File: src/hdl/vasm_pkg.sv
// Shared constants and helper functions for the voice allocating saturating mixer.
// No dependencies; imported by every module of the mixer.
package vasm_pkg;

    // Default sizes, handed to the top level parameters.
    localparam int DEF_NUM_VOICES  = 8;
    localparam int DEF_STORE_WORDS = 4096;

    // Fixed field widths of the transaction ports.
    localparam int KIND_W  = 2;
    localparam int ADDR_W  = 12;
    localparam int WORD_W  = 16;
    localparam int LEN_W   = 13;
    localparam int TIME_W  = 32;
    localparam int VOICE_W = 3;
    localparam int MASK_W  = 8;

    // Item kind codes.
    localparam logic [KIND_W-1:0] KIND_LOAD = 2'd0;
    localparam logic [KIND_W-1:0] KIND_PLAY = 2'd1;
    localparam logic [KIND_W-1:0] KIND_TICK = 2'd2;

    // Saturation limits of the mix accumulator.
    localparam logic signed [WORD_W-1:0] SAT_MAX = 16'sh7fff;
    localparam logic signed [WORD_W-1:0] SAT_MIN = 16'sh8000;

    // Reduces a 12-bit address modulo the store depth. The depth is at least 256,
    // so the quotient is below 16 and four conditional subtractions suffice.
    function automatic int f_mod_store(input logic [ADDR_W-1:0] x, input int n);
        int r;
        r = int'(x);
        for (int k = 3; k >= 0; k--) begin
            if (r >= (n << k)) begin
                r = r - (n << k);
            end
        end
        return r;
    endfunction

    // Signed 16-bit add that clamps to the 16-bit range on overflow.
    function automatic logic signed [WORD_W-1:0] f_sat_add(
        input logic signed [WORD_W-1:0] a,
        input logic signed [WORD_W-1:0] b
    );
        logic signed [WORD_W:0] s;
        s = $signed({a[WORD_W-1], a}) + $signed({b[WORD_W-1], b});
        if (s[WORD_W] != s[WORD_W-1]) begin
            return s[WORD_W] ? SAT_MIN : SAT_MAX;
        end
        return s[WORD_W-1:0];
    endfunction

endpackage

File: src/hdl/vasm_voice_table.sv
// Voice table: read address, words left and start time for every voice.
// One write port and one registered read port; depends on vasm_pkg.
module vasm_voice_table #(
    parameter int NUM_VOICES = vasm_pkg::DEF_NUM_VOICES,
    parameter int ENTRY_W    = 57,
    localparam int VW = (NUM_VOICES > 1) ? $clog2(NUM_VOICES) : 1
) (
    input  logic               i_clk,
    input  logic               i_we,
    input  logic [VW-1:0]      i_waddr,
    input  logic [ENTRY_W-1:0] i_wdata,
    input  logic [VW-1:0]      i_raddr,
    output logic [ENTRY_W-1:0] o_rdata
);
    import vasm_pkg::*;

    logic [ENTRY_W-1:0] r_mem [NUM_VOICES];
    logic [ENTRY_W-1:0] r_rdata;

    // Write and registered read of the voice entries.
    always_ff @(posedge i_clk) begin
        if (i_we) begin
            r_mem[i_waddr] <= i_wdata;
        end
        r_rdata <= r_mem[i_raddr];
    end

    assign o_rdata = r_rdata;

endmodule

File: config.mk
export PLATFORM = sky130hd
export DESIGN_NAME = vasm_voice_table
export DESIGN_NICKNAME = d
export VERILOG_FILES = /design/src/hdl/vasm_pkg.sv /design/src/hdl/vasm_voice_table.sv
export SDC_FILE = /design/constraint.sdc
export NUM_CORES = 1
export LEC_CHECK = 0
export ABC_CLOCK_PERIOD_IN_PS = 6400
export BUFFER_PORTS_ARGS = -buffer_cell sky130_fd_sc_hd__clkbuf_2
export CORE_MARGIN = 10
export CORE_UTILIZATION = 50
export CTS_CLUSTER_DIAMETER = 60
export DETAILED_ROUTE_END_ITERATION = 8
export GPL_TIMING_DRIVEN = 0
export PLACE_DENSITY = 0.67
export SYNTH_ARGS = -nofsm -noshare
export SYNTH_HDL_FRONTEND = slang
export SYNTH_SLANG_ARGS = --single-unit
File: constraint.sdc
create_clock -name i_clk -period 6.4 [get_ports i_clk]
set_clock_uncertainty 0.05 [all_clocks]
set_input_delay 1.28 -clock i_clk [delete_from_list [all_inputs] [get_ports i_clk]]
set_output_delay 1.28 -clock i_clk [all_outputs]
set_load 0.01 [all_outputs]
==> results of run 1 <==
[per-stage QoR]
stage          setup slack, ns  cell area, um2  utilization, %  std cells  TNS (ns)
2_1_floorplan           0.4669           18290               -        729         0
3_3_place_gp            -3.919           19460           54.30       1308   -620.99
3_5_place_dp             2.807           20040           55.92       1337         0
4_1_cts                  3.385           21820           60.91       1432         0
5_1_grt                  3.376           21820           60.91       1432         0
6_report                 3.428           21830           60.92       1433         0
[sequential cells by signal (all words and copies together) (netlist names)]
register and flops:
o_rdata 57, r_mem 456
[synth_stat cells, drive strengths merged]
master    n
edfxtp  456
mux4    114
dfxtp    57
mux2     57
buf      18
clkbuf   14
nor2      6
nand2b    3
nand2     2
nor3      2
[kinds of logic after synthesis]
kind of cell,count (synthesis),synth area share (%)
DFF,513,81.11
muxes,171,17.55
and+or+nand+nor,13,0.3216
buffers and inverters,32,1.019
[layer usage]
metal / vias up / wire, um
met1: 4262 / 16170
met5: - / 27
met4: 4 / 478
met2: 230 / 16830
met3: 48 / 2230
li1: 3490 / -
[worst max-delay path, delay by kind of cell]
kind / cells / cell delay (ns)
buffers and inverters: 3 / 1.40
multiplexers: 2 / 0.66
[path summary, 6_finish.rpt]
| path | end | slack [ns] | cells after the start |
|---|---|---|---|
| hold / removal | o_rdata[0] | 0.62 | 2 |
| setup reg to reg | o_rdata[20] | 5.07 | 2 |
| setup / recovery | o_rdata[54] | 3.43 | 5 |
| hold reg to reg | o_rdata[0] | 0.62 | 2 |
[power by group]
part           switching, W  leakage, nW  internal [W]
clock network       0.00118        0.891       0.00191
logic              0.000204         1.81      0.000185
registers         0.0000350         4.62       0.00378
total               0.00142         7.32       0.00587
[cell type report]
cell class,instances,area (um2)
clock inverter,18,240.2
buffer,32,186.4
clock buffer,77,1546
timing repair buffer,147,1116
antenna,1,2.502
multi-input combinational,184,3323
sequential,513,14830
fill,2441,14000
tap,461,576.8
[cell usage in the layout, fill, tap and decap left out, types with 3 or more instances in the layout]
cell type and count:
nor2_4 6, bufinv_16 6, clkbuf_2 118, clkbuf_16 53
clkbuf_8 13, buf_2 11, dfxtp_1 57, mux4_2 114
mux2_2 57, buf_6 19, clkinv_2 12, edfxtp_1 456
clkbuf_1 25, buf_12 7, nand2b_1 3, buf_16 8
==> results.md, run 1 <==
* Status: finished, final reports clean
* Vias/cell at 5.606
* Crit path launch: i_raddr[2]
* Largest net degree at the start of global routing at 26
* Area Growth Syn to Fin at 19.34%
* Die area at 44630 um2
* Syn Area/Cell at 25.09 um2
* Worst setup SP type: primary input
* Num rows at 69
* RSZ-0062 raised after global routing: no
* Worst path required time at 6.78 ns
* Root buffer cell: clkbuf_16
* Yosys cell types at 11
* Worst-skew pair later-pin latency at 0.55 ns
* Clock transition at the registers of the reported paths at 0.06 ns
* I/O Buffers at 118
* Initial antenna violation count at 3
* Crit-path max cell delay at 0.55 ns
* Tcrit/Tclk final at 46.44%
* TritonCTS clock tree: done
* Relative slew slack at 36.76%
* Hold_sp: r_mem[4][0]
* Hold_buf cts at 0
* First-pass GRT wire length at 54360 um
* Drt wl/cell at 24.94 um
* Power Total at 0.007292 W
* Fmax at 0.3365 GHz
* H-tree depth at 2
* Hold WS at 0.6240 ns
* Mapped Nets at 794
* Sink Count at 513
* GRT Max-Usage Layer: met2
* Via count at 8034
* Hold Vio Cnt, Final at 0
* Routability Congestion at 0.6884
* Layout net count at 994
* CP Data Arrival Time at 3.35 ns
* I/O pin cnt at 122
* Number of global-route vias before repair at 8601
* Max clock buf depth at 3
* Remaining Overflow, GRT at 0
* Setup crit end kind: flop
* Slowest CP cell: clkbuf_1
* HP Class: flop to flop
* Post-synthesis sequential area ratio at 81.11%
* Fraction of layout instances using a drive strength above 1 at 44.08%
* Critical path type: primary input to flop
* Pleak at 7.320 nW
* Yosys reg bits at 513
* DRT iter0 DRCs at 668
* Most used cell, CP: clkbuf_1
* Setup Fix Bufs, Post-CTS at 0
* Synth area leader: edfxtp_1
* Synth Warn # at 0
* Met3 Use GR at 3.769%
* Post-synthesis cell area at 18290 um2
* All-Layer GR Usage at 16.31%
* Setup-failing EPs final at 0
* Critical R2R Launch: r_mem[7][20]
* Post-CTS sizing at 0
* Pre-antenna DRT Iters at 5
* Fin. max-slew vios at 0
* Largest fanout on the critical path at 10
* Post-route antenna net violation count at 0
* VDD IR max at 0.2841 mV
* Worst-margin pin slew at 0.9463 ns
* Max-cap violation count at 0
* Placeable Area at 35830 um2
* Die W at 211.3 um
* Chip Height at 211.3 um
* CTS Buf Count at 51
* Post-synth top area share at 74.87%
* Met2 Use GR at 25.16%
* Synth Instances at 729
* Fin crit period at 2.972 ns
* Drt total wl at 35730 um
* Dpl hpwl at 22670 um
* Met1 Use GR at 23.37%
* DR DRC count at 0
* Pwr Density at 334.1 nW/um2
* Initial core utilization at 51.05%
* Cells along the critical path: clkbuf_1, clkbuf_1, buf_2, mux4_2, mux2_2
* Area contributors post-synth: edfxtp_1, mux4_2, dfxtp_1
No activity file was read; power rests on OpenSTA's default activity.
==> run 2: changes to the inputs <==
Settings changed: ABC_CLOCK_PERIOD_IN_PS 6400 to 2450, PLACE_DENSITY 0.67 to 0.69.
Clock period 6.4 ns to 2.45 ns, I/O delays scaled along.
==> results.md, run 2 (same netlist as run 1, synthesis figures left out) <==
* Most frequent cells in the layout: edfxtp_1, clkbuf_2, mux4_2, mux2_2, dfxtp_1
* Tcrit/Tclk final at 92.73%
* Initial antenna violation count at 2 (-1)
* Hold Vio Cnt, Final at 0 (unchanged)
* TritonCTS clock tree: done
* VDD IR max at 0.7363 mV (+160%)
* Worst-skew pair later-pin latency at 0.56 ns (about the same)
* Pre-antenna DRT Iters at 4 (-1)
* Remaining Overflow, GRT at 0 (unchanged)
* Largest fanout on the critical path at 10 (unchanged)
* First-pass GRT wire length at 54740 um (+0.70%)
* Worst setup SP type: primary input
* Max reg flops at 456 (unchanged)
* Worst path required time at 2.85 ns (-3.93 ns)
* DRT iter0 DRCs at 607 (-9.1%)
* Commonest non-fill, non-tap cell in the layout: edfxtp_1
* Critical path type: primary input to flop
* CTS Buf Count at 51 (unchanged)
* Num rows at 69 (unchanged)
* Cells along the critical path: clkbuf_1, clkbuf_1, buf_2, mux4_2, mux2_2
* Crit-path max cell delay at 0.65 ns (+0.10 ns)
* Sink Count at 513 (unchanged)
* Relative slew slack at 30.73% (-6.0 points)
* Setup Fix Bufs, Post-CTS at 0 (unchanged)
* CP Data Arrival Time at 2.67 ns (-0.68 ns)
* Placeable Area at 35830 um2 (unchanged)
* Fin. max-slew vios at 0 (unchanged)
* Root buffer cell: clkbuf_16
* Setup crit end kind: flop
* Status: finished, final reports clean
* Pwr Density at 853.6 nW/um2 (+160%)
* Logic gate share of total power at 5.6% (+0.3 points)
* Clk pwr share at 40.5% (-1.8 points)
* R2r setup slk at 1.13 ns (-3.94 ns)
* Internal power at 0.01472 W (+150%)
* Slowest CP cell: clkbuf_1
* Largest net degree at the start of global routing at 25 (-3.8%)
* Die area at 44630 um2 (unchanged)
* Pleak at 7.210 nW (-1.5%)
* Fraction of layout instances using a drive strength above 1 at 42.53% (-1.5 points)
* Post-CTS sizing at 0 (unchanged)
* Chip Height at 211.3 um (unchanged)
* Clock transition at the registers of the reported paths at 0.06 ns (about the same)
* Setup-failing EPs final at 0 (unchanged)
* Post-route antenna net violation count at 0 (unchanged)
* Setup TNS at 0 ns (unchanged)
* I/O pin cnt at 122 (unchanged)
* Switch Pwr at 0.003774 W (+170%)
* Sequential share of power at 53.9% (+1.6 points)
* Drt total wl at 35980 um (+0.70%)
* Vias/cell at 5.644 (+0.68%)
* I/O Buffers at 118 (unchanged)
* Power Total at 0.01849 W (+150%)
* DR DRC count at 0 (unchanged)
* Reg with most FFs: r_mem
* Dpl hpwl at 21960 um (-3.1%)
* All-Layer GR Usage at 16.45% (+0.13 points)
* Most used cell, CP: clkbuf_1
* Number of global-route vias before repair at 8449 (-1.8%)
* Switch share at 20.41% (+0.94 points)
* Fmax at 0.4401 GHz
* H-tree depth at 2 (unchanged)
* # fillers at 2473 (+1.3%)
* Die W at 211.3 um (unchanged)
* Fin crit period at 2.272 ns
* Max-cap violation count at 0 (unchanged)
* RSZ-0062 raised after global routing: no
* Initial core utilization at 51.05% (unchanged)
* HP Class: primary input to flop
* Hold_buf cts at 0 (unchanged)
* Area Growth Syn to Fin at 18.46%
* Layout net count at 986 (-0.80%)
* Max clock buf depth at 3 (unchanged)
* Via count at 8049 (+0.19%)
* Routability Congestion at 0.6639 (-3.6%)
* Drt wl/cell at 25.23 um (+1.2%)
* Worst-margin pin slew at 1.037 ns (+0.09021 ns)
## run 2: changes by cell type in the layout (fill, tap and decap cells not counted), sizes merged
cell / previous run / this run
buf: 47 / 39
bufinv: 6 / 2
clkbuf: 209 / 211
clkinvlp: 0 / 1
inv: 0 / 2
## run 2: power groups by stage
stage | Sequential [W] | Clock (W) | Combinational (W)
3_5_place_dp | 0.0102 | 0 | 0.00105
5_1_grt | 0.00999 | 0.00804 | 0.00111
3_3_place_gp | 0.0102 | 0 | 0.000974
4_1_cts | 0.00997 | 0.00764 | 0.00106
2_1_floorplan | 0.0102 | 0 | 0.000519
6_report | 0.00997 | 0.00750 | 0.00103
## run 2: worst max-delay path, delay by kind of cell
family | cells | cell delay (ns)
buf+inv | 3 | 1.52
mux | 2 | 0.65
## run 2: area by class of cell
type / instances / area (um2) / share of cell area (%)
Clock inverter: 17 / 153.9 / 0.7103
Tap cell: 461 / 576.8 / 2.662
Clock buffer: 79 / 1473 / 6.797
Antenna cell: 1 / 2.502 / 0.01155
Buffer: 32 / 186.4 / 0.8605
Sequential cell: 513 / 14830 / 68.47
Timing Repair Buffer: 139 / 1089 / 5.024
Multi-Input combinational cell: 184 / 3351 / 15.47
## run 2: routing by layer
layer / track usage (%) / up-vias / wire length, um / share of wire, %
met5: 0 / - / 23 / 0.064
met3: 3.917 / 62 / 2295 / 6.4
met2: 24.87 / 239 / 16790 / 47
met1: 23.87 / 4269 / 16230 / 45
li1: - / 3475 / - / -
met4: 3.846 / 4 / 645 / 1.8
## run 2: final timing paths
path,start,to,cells past startpoint
worst max-delay path,i_raddr[2],o_rdata[34],5
worst min-delay path,i_wdata[37],r_mem[1][37],1
worst max register to register,r_mem[5][50],o_rdata[50],2
worst min register to register,r_mem[7][7],o_rdata[7],2
## run 2: per-stage QoR
stage          setup WS [ns]  util (%)  std cells  hold slack [ns]  cell area, um2
3_3_place_gp          -1.965     54.46       1308           0.6115           19510
3_5_place_dp         -0.4544     55.92       1329           0.6193           20040
5_1_grt              0.09631     60.46       1425           0.1332           21660
6_report              0.1780     60.47       1426           0.1510           21670
2_1_floorplan        -0.1865         -        729           0.5389           18350
4_1_cts               0.1858     60.46       1425           0.1222           21660
==> run 3: changes to the inputs <==
==> constraint.sdc (replaced) <==
create_clock -name i_clk -period 2.45 [get_ports i_clk]
set_clock_uncertainty 0.05 [all_clocks]
set_input_delay 0.3675 -clock i_clk [delete_from_list [all_inputs] [get_ports i_clk]]
set_output_delay 0.3675 -clock i_clk [all_outputs]
set_load 0.01 [all_outputs]
==> results.md, run 3 (same netlist as run 1, synthesis figures left out) <==
* Pleak at 7.183 nW (-0.39%)
* Pwr Density at 849.8 nW/um2 (-0.44%)
* FF+latch area at 14830 um2 (unchanged)
* Via count at 7968 (-1.0%)
* Relative slew slack at 36.47% (+5.7 points)
* Fin worst setup slack at 0.3495 ns (+0.1715 ns)
* Max clock buf depth at 3 (unchanged)
* DR DRC count at 0 (unchanged)
* Sink Count at 513 (unchanged)
* Worst-margin pin slew at 0.9507 ns (-0.08584 ns)
* Core Util, Final at 60.29% (-0.19 points)
* Clock transition at the registers of the reported paths at 0.06 ns (about the same)
* Max-cap violation count at 0 (unchanged)
* Post-route antenna net violation count at 0 (unchanged)
* Dpl hpwl at 21980 um (about the same)
* Fmax at 0.4761 GHz (+8.2%)
* Final cell count without fillers at 1423 (-0.21%)
* Hold_buf cts at 0 (unchanged)
* All-Layer GR Usage at 16.29% (-0.16 points)
* Max reg flops at 456 (unchanged)
* Reg with most FFs: r_mem
* Logic gate share of total power at 5.5% (about the same)
* Pre-CTS WS at -0.2511 ns (+0.2033 ns)
* Switch Pwr at 0.003648 W (-3.3%)
* Worst path required time at 2.83 ns (-0.02 ns)
* H-tree depth at 2 (unchanged)
* Final instance area at 21600 um2 (-0.31%)
* Worst setup SP type: primary input
* Internal power at 0.01471 W (about the same)
* Num rows at 69 (unchanged)
* Drt wl/cell at 25.07 um (-0.66%)
* Vias/cell at 5.599 (-0.80%)
* Multi-input logic area at 3343 um2 (-0.22%)
* Post-DP Area at 20000 um2 (-0.20%)
* Most frequent cells in the layout: edfxtp_1, clkbuf_2, mux4_2, mux2_2, dfxtp_1
* Die area at 44630 um2 (unchanged)
* Routability Congestion at 0.6752 (+1.7%)
* Setup Fix Bufs, Post-CTS at 0 (unchanged)
* TritonCTS clock tree: done
* Layout net count at 985 (-0.10%)
* Worst-skew pair later-pin latency at 0.56 ns (about the same)
* Setup-failing EPs final at 0 (unchanged)
* Root buffer cell: clkbuf_16
* Pre-antenna DRT Iters at 4 (unchanged)
* CTS Buf Count at 50 (-2.0%)
* Largest net degree at the start of global routing at 27 (+8.0%)
* Placed cell count at 1329 (unchanged)
* First-pass GRT wire length at 53990 um (-1.4%)
* Number of global-route vias before repair at 8546 (+1.1%)
* Commonest non-fill, non-tap cell in the layout: edfxtp_1
* Fraction of layout instances using a drive strength above 1 at 42.10% (-0.43 points)
* Fin crit period at 2.101 ns (-0.1715 ns)
* Tcrit/Tclk final at 85.74% (-7.0 points)
* Sequential share of power at 54.3% (+0.4 points)
* Setup crit end kind: flop
* Switch share at 19.87% (-0.53 points)
* Hold Vio Cnt, Final at 0 (unchanged)
* Initial core utilization at 51.05% (unchanged)
* Fin. max-slew vios at 0 (unchanged)
* Clk pwr share at 40.1% (-0.4 points)
* I/O pin cnt at 122 (unchanged)
* Remaining Overflow, GRT at 0 (unchanged)
* Post-CTS sizing at 0 (unchanged)
* Die W at 211.3 um (unchanged)
* HP Class: primary input to flop
* Chip Height at 211.3 um (unchanged)
* Drt total wl at 35670 um (-0.86%)
* VDD IR max at 0.6821 mV (-7.4%)
* Placeable Area at 35830 um2 (unchanged)
* Critical path type: primary input to flop
* Status: finished, final reports clean
* Ant diodes at 0 (-1)
* Largest fanout on the critical path at 10 (unchanged)
* I/O Buffers at 118 (unchanged)
* Initial antenna violation count at 3 (+1)
* # fillers at 2503 (+1.2%)
* RSZ-0062 raised after global routing: no
* Area Growth Syn to Fin at 18.10%
* DRT iter0 DRCs at 580 (-4.4%)
* CP Data Arrival Time at 2.48 ns (-0.19 ns)
[run 3: power groups by stage]
stage / combinational, W / clock [W] / sequential, W
after floorplan: 0.000518 / 0 / 0.0102
after global placement: 0.000972 / 0 / 0.0102
after detailed placement: 0.00104 / 0 / 0.0102
after CTS: 0.00105 / 0.00754 / 0.00997
after global routing: 0.00110 / 0.00790 / 0.00999
final: 0.00102 / 0.00737 / 0.00997
[run 3: layer usage]
layer,part of all wire [%],vias to the layer above,GRT usage (%)
met5,0.067,-,0
met4,1.4,4,3.846
li1,-,3473,-
met2,46,237,24.88
met3,6.3,50,3.976
met1,46,4204,23.34
[run 3: area by class of cell]
class                           instances  area share, %
Buffer                                 32         0.8631
Clock buffer                           84          7.096
Clock inverter                         10         0.3244
Multi-Input combinational cell        184          15.48
Sequential cell                       513          68.68
Tap cell                              461          2.670
Timing Repair Buffer                  139          4.889
[run 3: critical path: stages]
cell	delay, ns
clkbuf_1	0.44
clkbuf_1	0.58
buf_2	0.42
mux4_2	0.36
mux2_2	0.29
[run 3: worst paths after layout]
path	slack, ns	from	endpoint	cells past startpoint
min	0.03	i_wdata[31]	r_mem[3][31]	1
min reg2reg	0.63	r_mem[4][13]	o_rdata[13]	2
max reg2reg	1.11	r_mem[7][50]	o_rdata[50]	2
max	0.35	i_raddr[2]	o_rdata[26]	5
[run 3: per-stage QoR]
step	power, W	TNS, ns	hold slack (ns)
3_5_place_dp	0.01120	-12.71	0.5961
5_1_grt	0.01900	0	0.01556
6_report	0.01836	0	0.02710
3_3_place_gp	0.01113	-782.49	0.5929
4_1_cts	0.01856	0	0.0004123
2_1_floorplan	0.01070	-18.76	0.4164
